==> src/sv/iss_pkg.sv <==
// shared types and constants for the integer set store
package iss_pkg;

  localparam int CAPACITY_DEF = 16;
  localparam int ELEM_W = 32;
  localparam int MC_W = 5;

  typedef enum logic [1:0] {
    OP_QUERY  = 2'd0,
    OP_ADD    = 2'd1,
    OP_REMOVE = 2'd2
  } op_t;

  typedef enum logic [1:0] {
    ST_DONE   = 2'd0,
    ST_FULL   = 2'd1,
    ST_ABSENT = 2'd2
  } status_t;

  typedef enum logic [1:0] {
    S_IDLE,
    S_SEARCH,
    S_FINISH
  } state_t;

  typedef struct packed {
    logic              valid;
    logic              hit;
    logic [ELEM_W-1:0] key;
    logic [ELEM_W-1:0] last;
  } search_pkt_t;

endpackage

==> src/sv/iss_cell.sv <==
// one store cell: holds one entry and passes the search packet to its neighbor
module iss_cell #(
  parameter int CAPACITY = iss_pkg::CAPACITY_DEF,
  parameter int IDX = 0
) (
  input  logic                                 clk,
  input  logic                                 rst,
  input  logic [$clog2(CAPACITY+1)-1:0]        count,
  input  logic                                 wr_en,
  input  logic [$clog2(CAPACITY)-1:0]          wr_idx,
  input  logic [iss_pkg::ELEM_W-1:0]           wr_data,
  input  iss_pkg::search_pkt_t                 pkt_in,
  input  logic [$clog2(CAPACITY)-1:0]          slot_in,
  output iss_pkg::search_pkt_t                 pkt_out,
  output logic [$clog2(CAPACITY)-1:0]          slot_out
);
  import iss_pkg::*;

  localparam int SLOT_W = $clog2(CAPACITY);
  localparam int CNT_W = $clog2(CAPACITY + 1);
  localparam logic [SLOT_W-1:0] MY_SLOT = SLOT_W'(IDX);
  localparam logic [CNT_W-1:0] MY_POS = CNT_W'(IDX);
  localparam logic [CNT_W-1:0] MY_END = CNT_W'(IDX + 1);

  logic [ELEM_W-1:0] entry;
  logic              occupied;
  logic              is_last;
  logic              match;

  assign occupied = MY_POS < count;
  assign is_last  = MY_END == count;
  assign match    = occupied && (entry == pkt_in.key);

  always_ff @(posedge clk) begin
    if (wr_en && (wr_idx == MY_SLOT)) begin
      entry <= wr_data;
    end
  end

  always_ff @(posedge clk) begin
    if (rst) begin
      pkt_out.valid <= 1'b0;
    end else begin
      pkt_out.valid <= pkt_in.valid;
    end
    pkt_out.key  <= pkt_in.key;
    pkt_out.hit  <= pkt_in.hit | match;
    pkt_out.last <= is_last ? entry : pkt_in.last;
    slot_out     <= (match && !pkt_in.hit) ? MY_SLOT : slot_in;
  end

endmodule

==> src/sv/integer_set_store_top.sv <==
// integer set store top level: control, result register and the chain of entry cells
// An item is a query, add or remove of a 32-bit value against a set of up to CAPACITY
// distinct values. Each accepted item is walked through a chain of CAPACITY cells, one
// cell per cycle; its outcome is then latched and, once the output register is free,
// committed to the count, entries and result register (default capacity 16). The input
// stalls while an item is in the chain; a finished result waits in the output register
// while the next item is searched. No clearing is needed after reset: the count starts
// at zero and entries at or above it are never compared.
module integer_set_store_top #(
  parameter int CAPACITY = iss_pkg::CAPACITY_DEF
) (
  input  logic                         clk,
  input  logic                         rst,
  input  logic                         in_valid,
  output logic                         in_stall,
  input  logic [1:0]                   operation,
  input  logic signed [iss_pkg::ELEM_W-1:0] element,
  output logic                         out_valid,
  input  logic                         out_stall,
  output logic                         found,
  output logic [1:0]                   status,
  output logic [iss_pkg::MC_W-1:0]     member_count
);
  import iss_pkg::*;

  localparam int SLOT_W = $clog2(CAPACITY);
  localparam int CNT_W = $clog2(CAPACITY + 1);
  localparam logic [CNT_W-1:0] FULL_CNT = CNT_W'(CAPACITY);

  state_t            state;
  state_t            state_next;
  op_t               op_reg;
  logic [ELEM_W-1:0] key_reg;
  logic [CNT_W-1:0]  count;
  logic [CNT_W-1:0]  count_next;
  logic              pend_hit;
  logic [SLOT_W-1:0] pend_slot;
  logic [ELEM_W-1:0] pend_last;
  logic              accept;
  logic              commit;
  logic              wr_en;
  logic [SLOT_W-1:0] wr_idx;
  logic [ELEM_W-1:0] wr_data;
  status_t           st;
  status_t           status_reg;
  logic [CNT_W+MC_W-1:0] cnt_ext;

  search_pkt_t       chain_pkt [CAPACITY+1];
  logic [SLOT_W-1:0] chain_slot [CAPACITY+1];

  assign in_stall = (state != S_IDLE);
  assign accept   = in_valid && !in_stall;
  assign status   = status_reg;

  assign chain_pkt[0].valid = accept;
  assign chain_pkt[0].hit   = 1'b0;
  assign chain_pkt[0].key   = $unsigned(element);
  assign chain_pkt[0].last  = '0;
  assign chain_slot[0]      = '0;

  for (genvar i = 0; i < CAPACITY; i++) begin : g_cell
    iss_cell #(
      .CAPACITY(CAPACITY),
      .IDX(i)
    ) u_cell (
      .clk     (clk),
      .rst     (rst),
      .count   (count),
      .wr_en   (wr_en),
      .wr_idx  (wr_idx),
      .wr_data (wr_data),
      .pkt_in  (chain_pkt[i]),
      .slot_in (chain_slot[i]),
      .pkt_out (chain_pkt[i+1]),
      .slot_out(chain_slot[i+1])
    );
  end

  always_ff @(posedge clk) begin
    if (rst) begin
      state <= S_IDLE;
    end else begin
      state <= state_next;
    end
  end

  always_comb begin
    state_next = state;
    commit     = 1'b0;
    wr_en      = 1'b0;
    wr_idx     = pend_slot;
    wr_data    = pend_last;
    count_next = count;
    st         = ST_DONE;
    case (op_reg)
      OP_ADD: begin
        if (!pend_hit) begin
          if (count == FULL_CNT) begin
            st = ST_FULL;
          end else begin
            wr_idx     = count[SLOT_W-1:0];
            wr_data    = key_reg;
            count_next = count + 1'b1;
          end
        end
      end
      OP_REMOVE: begin
        if (pend_hit) begin
          count_next = count - 1'b1;
        end else begin
          st = ST_ABSENT;
        end
      end
      default: ;
    endcase
    case (state)
      S_IDLE: begin
        if (accept) begin
          state_next = S_SEARCH;
        end
      end
      S_SEARCH: begin
        if (chain_pkt[CAPACITY].valid) begin
          state_next = S_FINISH;
        end
      end
      S_FINISH: begin
        if (!out_valid || !out_stall) begin
          commit     = 1'b1;
          wr_en      = (count_next != count);
          state_next = S_IDLE;
        end
      end
      default: state_next = S_IDLE;
    endcase
  end

  assign cnt_ext = {{MC_W{1'b0}}, count_next};

  always_ff @(posedge clk) begin
    if (accept) begin
      op_reg  <= op_t'(operation);
      key_reg <= $unsigned(element);
    end
    if (chain_pkt[CAPACITY].valid) begin
      pend_hit  <= chain_pkt[CAPACITY].hit;
      pend_slot <= chain_slot[CAPACITY];
      pend_last <= chain_pkt[CAPACITY].last;
    end
  end

  always_ff @(posedge clk) begin
    if (rst) begin
      count     <= '0;
      out_valid <= 1'b0;
    end else begin
      if (commit) begin
        count     <= count_next;
        out_valid <= 1'b1;
      end else if (out_valid && !out_stall) begin
        out_valid <= 1'b0;
      end
    end
    if (commit) begin
      found        <= pend_hit;
      status_reg   <= st;
      member_count <= cnt_ext[MC_W-1:0];
    end
  end

endmodule

==> config.mk <==
export PLATFORM = sky130hd
export DESIGN_NAME = integer_set_store_top
export DESIGN_NICKNAME = d
export VERILOG_FILES = /design/src/sv/iss_pkg.sv /design/src/sv/iss_cell.sv /design/src/sv/integer_set_store_top.sv
export SDC_FILE = /design/constraint.sdc
export NUM_CORES = 2
export LEC_CHECK = 0
export BUFFER_PORTS_ARGS = -buffer_cell sky130_fd_sc_hd__buf_2
export CORE_MARGIN = 5
export CORE_UTILIZATION = 55
export CTS_BUF_LIST = sky130_fd_sc_hd__clkbuf_8
export DETAILED_ROUTE_END_ITERATION = 7
export PLACE_DENSITY = 0.78
export SLEW_MARGIN = 20
export SYNTH_ARGS = -nofsm -noshare
export SYNTH_HDL_FRONTEND = slang
export SYNTH_HIERARCHICAL = 1
export SYNTH_SLANG_ARGS = --single-unit
export TNS_END_PERCENT = 1
==> constraint.sdc <==
create_clock -name clk -period 12.72 [get_ports clk]
set_clock_uncertainty 0.1 [all_clocks]
set_input_delay 1.908 -clock clk [delete_from_list [all_inputs] [get_ports clk]]
set_output_delay 1.908 -clock clk [all_outputs]
set_load 0.05 [all_outputs]
### After elaboration in Yosys (flattened, before gate mapping)

Index checks and enable logic that the tools add are counted.

* register bits: 1672
* output and inout port bits: 10

* add/sub/neg operators: 2
* magnitude comparators: 16
* eq/ne operators: 56
* muxes and demuxes: 39
* bitwise gates (word level): 15
* reductions and logical operators: 73

Operators by type and width (count)
* 32-bit 2-to-1 mux: 18
* 32-bit equality test: 16
* 1-bit logical AND: 49
* 4-bit by 5-bit equality test with 1-bit output, first input constant: 8
* 4-bit by 5-bit less-than comparator with 1-bit output, first input constant: 8
* 4-bit equality test, second input constant: 8
* 3-bit by 5-bit equality test with 1-bit output, first input constant: 4
* 3-bit by 5-bit less-than comparator with 1-bit output, first input constant: 4
* 1-bit logical NOT: 18
* 4-bit by 3-bit equality test with 1-bit output, second input constant: 4
* 5-bit 2-to-1 mux: 3
* 1-bit OR: 15
* 4-bit 2-to-1 mux: 3
* 2-bit by 5-bit equality test with 1-bit output, first input constant: 2
* 1-bit by 5-bit less-than comparator with 1-bit output, first input constant: 2
* 2-bit by 5-bit less-than comparator with 1-bit output, first input constant: 2
* 5-bit one-hot mux with 2 select lines: 1
* 4-bit by 2-bit equality test with 1-bit output, second input constant: 2
* 1-bit 2-to-1 mux: 8
* 2-bit 2-to-1 mux: 4
* 2-bit one-hot mux with 3 select lines: 1
* 5-bit by 1-bit adder with 5-bit output, second input constant: 1
* 1-bit by 5-bit equality test with 1-bit output, first input constant: 1
* 5-bit equality test, first input constant: 1
* other kinds (14): 18

### Depth between registers and ports, before layout

* word-level depth: 8
* depth in mapped cells: 10
* gate-level depth less buffers: 9

### By module

Netlist, hierarchy kept.

By module, submodules not included
* integer_set_store_top: times used 1, cells each 238, area an instance 3681.0 um^2
* iss_cell (g_cell[8].u_cell): times used 1, cells each 198, area an instance 3364.5 um^2
* iss_cell (g_cell[4].u_cell): times used 1, cells each 196, area an instance 3347.0 um^2
* iss_cell (g_cell[0].u_cell): times used 1, cells each 212, area an instance 3334.4 um^2
* iss_cell (g_cell[12].u_cell): times used 1, cells each 198, area an instance 3261.9 um^2
* iss_cell (g_cell[5].u_cell): times used 1, cells each 204, area an instance 3246.9 um^2
* iss_cell (g_cell[10].u_cell): times used 1, cells each 194, area an instance 3235.6 um^2
* iss_cell (g_cell[11].u_cell): times used 1, cells each 205, area an instance 3233.1 um^2
* iss_cell (g_cell[7].u_cell): times used 1, cells each 198, area an instance 3229.3 um^2
* iss_cell (g_cell[1].u_cell): times used 1, cells each 195, area an instance 3223.1 um^2
* iss_cell (g_cell[9].u_cell): times used 1, cells each 195, area an instance 3219.3 um^2
* iss_cell (g_cell[2].u_cell): times used 1, cells each 197, area an instance 3215.6 um^2
* iss_cell (g_cell[3].u_cell): times used 1, cells each 209, area an instance 3214.3 um^2
* iss_cell (g_cell[15].u_cell): times used 1, cells each 196, area an instance 3201.8 um^2
* +3 rows

### Least setup slack after synthesis

Ideal clock, no wire load.

* path type: flip-flop to flip-flop
* start: register count[0]
* end: register g_cell[11].u_cell.entry[0] (enable)
* library setup time: 0.503 ns
* arrival time: 6.025 ns
* required time: 12.117 ns
* path slack: 6.092 ns
* cell stages (with the launch flop): 11
* buffers on the path: 1
* cells stage by stage: dfxtp_1 > buf_6 > inv_1 > ha_1 > nand4bb_2 > nand2_2 > or3_1 > and3b_1 > a31oi_1 > nand2_1 > nor4bb_1

* cells in the longest elaborated chain, start to end: 8
* elaborated cells between the ends (all ways): 15

Ends and longest elaborated chain
* from (decl): RTL line integer_set_store_top.sv:34 `logic [CNT_W-1:0] count;`
* from (signal assigned): RTL line integer_set_store_top.sv:158 `count <= count_next;`
* 5-bit by 1-bit adder with 5-bit output / 5-bit equality test (equally long branches): RTL line integer_set_store_top.sv:103, integer_set_store_top.sv:98
* 5-bit 2-to-1 mux: RTL line integer_set_store_top.sv:98 `if (count == FULL_CNT) begin`
* 5-bit 2-to-1 mux: RTL line integer_set_store_top.sv:97 `if (!pend_hit) begin`
* 5-bit one-hot mux with 2 select lines: RTL line integer_set_store_top.sv:95 `case (op_reg)`
* 5-bit != test (*): RTL line integer_set_store_top.sv:130 `wr_en = (count_next != count);`
* 1-bit 2-to-1 mux (*): RTL line integer_set_store_top.sv:128 `if (!out_valid || !out_stall) begin`
* 1-bit 2-to-1 mux (*): RTL line integer_set_store_top.sv:116 `case (state)`
* net wr_en: RTL line integer_set_store_top.sv:41 `logic wr_en;`
* 1-bit logical AND (*): RTL line iss_cell.sv:35 `if (wr_en && (wr_idx == MY_SLOT)) begin`
* to (signal assigned): RTL line iss_cell.sv:36 `entry <= wr_data;`
* to (decl): RTL line iss_cell.sv:25 `logic [ELEM_W-1:0] entry;`

The timed path passes the listed nets; every way through them passes the cells marked *.
A chain may end at the register's enable or synchronous reset.

### Worst setup path in the final report

* start: register count[0]
* end: register g_cell[10].u_cell.entry[14] (enable)

* cells in the longest elaborated chain, start to end: 8
* elaborated cells between the ends (all ways): 15

Ends and longest elaborated chain (RTL line)
* 5-bit by 1-bit adder with 5-bit output / 5-bit equality test (equally long branches): integer_set_store_top.sv:103, integer_set_store_top.sv:98
* 5-bit 2-to-1 mux: integer_set_store_top.sv:98
* 5-bit 2-to-1 mux: integer_set_store_top.sv:97
* 5-bit one-hot mux with 2 select lines: integer_set_store_top.sv:95
* 5-bit != test (*): integer_set_store_top.sv:130
* 1-bit 2-to-1 mux (*): integer_set_store_top.sv:128
* 1-bit 2-to-1 mux (*): integer_set_store_top.sv:116
* net wr_en: integer_set_store_top.sv:41
* 1-bit logical AND (*): iss_cell.sv:35
* to (signal assigned): iss_cell.sv:36
* to (decl): iss_cell.sv:25

Marks and branches as above.

==> results.md <==
* Fin area at 61680 sq um
* GPL Wtd Cong at roughly 0.86
* Hpwl dp at between 90 and 100 mm
* Clock slew seen by the registers of the worst setup and hold paths at 0.07 ns
* Endpoints failing setup at 0
* RR Startpoint: count[0]$_SDFFE_PP0P_
* Area Growth Syn to Fin at 12.24%
* Minimum clock period at 5.033 ns
* Maximum vdd drop at 0.1146 mV
* Post_cts resized at 0
* Maximum fanout along the worst path at a little over 40
* Reg with most FFs: g_cell.u_cell/pkt_out
* Achievable frequency at between 150 and 200 MHz
* Number of DRC markers in iteration 0 at roughly 2.7k
* Synthesized area at 54950 sq um
* Initial antenna violation count at 8
* Max_slew headroom at 0.2641
* Total gr overflow at 0
* Final Non-Filler Cells at between 5k and 6k
* Fin nets at between 3k and 4k
* Share of cells above drive strength 1 at 0.2589
* Antenna Nets Post-Route at 0
* Port Buf Inserts at 47
* Vias in the first global route at approximately 30k
* Initial Util at 0.5511
* Drt total wl at between 100 and 150 mm
* Post-Syn Instances at 3398
* Tot GR Track Use at 0.2621
* Fillers at 6984
* Maxcap violations at 0
* Worst slew pin tran at between 1 and 1.5 ns
* Max FFs per register at ~1k
* Yosys warns at 6
* CP Class: reg -> reg
* Final period util at 0.3957
* Die Area at around 110000 sq um
* Postcts setup bufs at 0
* RSZ-0062 raised after global routing: no
* Power density cells at around 170 nW/um^2
* CP Launch Point: count[0]$_SDFFE_PP0P_
* Core area at between 90000 and 100000 sq um
* Leak pwr at around 0.024 uW
* CTS tree: built
* Largest buffer count on any clock path at 3
* Dpl cell area at between 50000 and 60000 sq um
* Worst EP arrival at approximately 5.4 ns
* Largest registers: g_cell.u_cell/pkt_out: 1024 flops, g_cell.u_cell/entry: 512 flops, g_cell.u_cell/slot_out: 64 flops
* Die H at between 300 and 400 microns
* Sink Count at 1687
* Drt via density at around 5.5
* I/O Pins at 48
* Status: finished, final reports clean
* Die extent in x at about 330 microns
* Slew Limit Fails at 0
* Post-Place Cells at ~4.7k
* DRT Pass-1 Iters at 5
* Largest net degree at the start of global routing at 42
* Multi-input logic area at between 10000 and 15000 sq um
* Row count at between 100 and 150
* Routed wire per std cell at about 27 microns
* Hold Vio Cnt, Final at 0
* Worst path required time at 13.08 ns
* First-pass GRT wire length at 200.5 mm
* Startpoint Class: flip-flop
* Vias at about 28k
* H-tree levels at 4
* # hold bufs at CTS at 0
* Hold WC Path Type: reg -> reg
* Syn_area_per_cell at 16.17 sq um
* Clk_lat worst skew at roughly 0.90 ns
* Reg area at 39700 sq um
* Post-route setup TNS at 0 ns
* Hold wc startpoint: g_cell[13].u_cell/pkt_out[41]$_DFF_P_
* CTS Root Cell: clkbuf_8
* Total CTS buffers at around 230
* CP Capture Type: flip-flop
* DR DRC count at 0
==> metal layers <==
metal / GRT usage / part of all wire
met5: 0 / 0.00020
met4: 0.08845 / 0.031
met3: 0.07814 / 0.090
met2: 0.4328 / 0.49
met1: 0.3331 / 0.39
==> where the power goes <==
group / internal [uW] / total, uW / leakage [uW] / switching, uW
registers: 5750 / 5880 / 0.0146 / 128
clock network: 2150 / 4130 / 0.00286 / 1980
logic: 129 / 273 / 0.00620 / 144
total: 8030 / 10300 / 0.0236 / 2260
==> worst paths after layout <==
path	cells past startpoint	to	slack, ns
worst min register to register	0	g_cell[14].u_cell/pkt_out[41]$_DFF_P_	0.24
worst min-delay path	0	g_cell[14].u_cell/pkt_out[41]$_DFF_P_	0.24
worst max-delay path	10	g_cell[10].u_cell/entry[14]$_DFFE_PP_	7.69
worst max register to register	10	g_cell[10].u_cell/entry[14]$_DFFE_PP_	7.69
==> stage by stage <==
| stage | utilization | worst slack [ns] | power, uW | hold slack, ns |
|---|---|---|---|---|
| finish | 0.6185 | 7.687 | 10280 | 0.2448 |
| global route | 0.6185 | 7.377 | 10620 | 0.2489 |
| CTS | 0.6179 | 7.675 | 10320 | 0.2347 |
| detailed placement | 0.5697 | 7.770 | 6258 | 0.2540 |
| global placement | 0.5697 | 7.867 | 6252 | 0.2512 |
| floorplan | - | 6.092 | 6093 | 0.2308 |
==> cells in the final DEF (no fill, tap or decap), types with 23 or more instances in the layout <==
cell	n
nand2_1	44
conb_1	38
edfxtp_1	591
buf_2	47
mux2_2	431
clkinv_2	25
mux2_4	84
nor4_1	61
xnor2_1	150
nand3_1	23
dfxtp_1	1090
nor2_1	24
nor2b_1	40
xor2_1	317
inv_1	185
nand4_1	50
buf_4	28
clkbuf_8	286
==> cell type report <==
type | count | area share
Antenna cell | 7 | 0.0002840
Clock buffer | 286 | 0.06382
Clock inverter | 158 | 0.01406
Inverter | 88 | 0.005356
Multi-Input combinational cell | 1598 | 0.2387
Sequential cell | 1687 | 0.6436
Tap cell | 1298 | 0.02633
Timing Repair Buffer | 77 | 0.007871
==> worst max-delay path, cell delays in order (launching register included) <==
cell	delay [ns]
dfxtp_2	0.87
inv_1	0.28
ha_1	0.31
nand4bb_2	0.17
nand2_2	0.53
or3_1	0.55
and3b_1	0.18
a31oi_1	0.22
buf_4	0.26
nand4b_1	0.17
nor2_4	0.87
(Power assumes the default switching activity.)
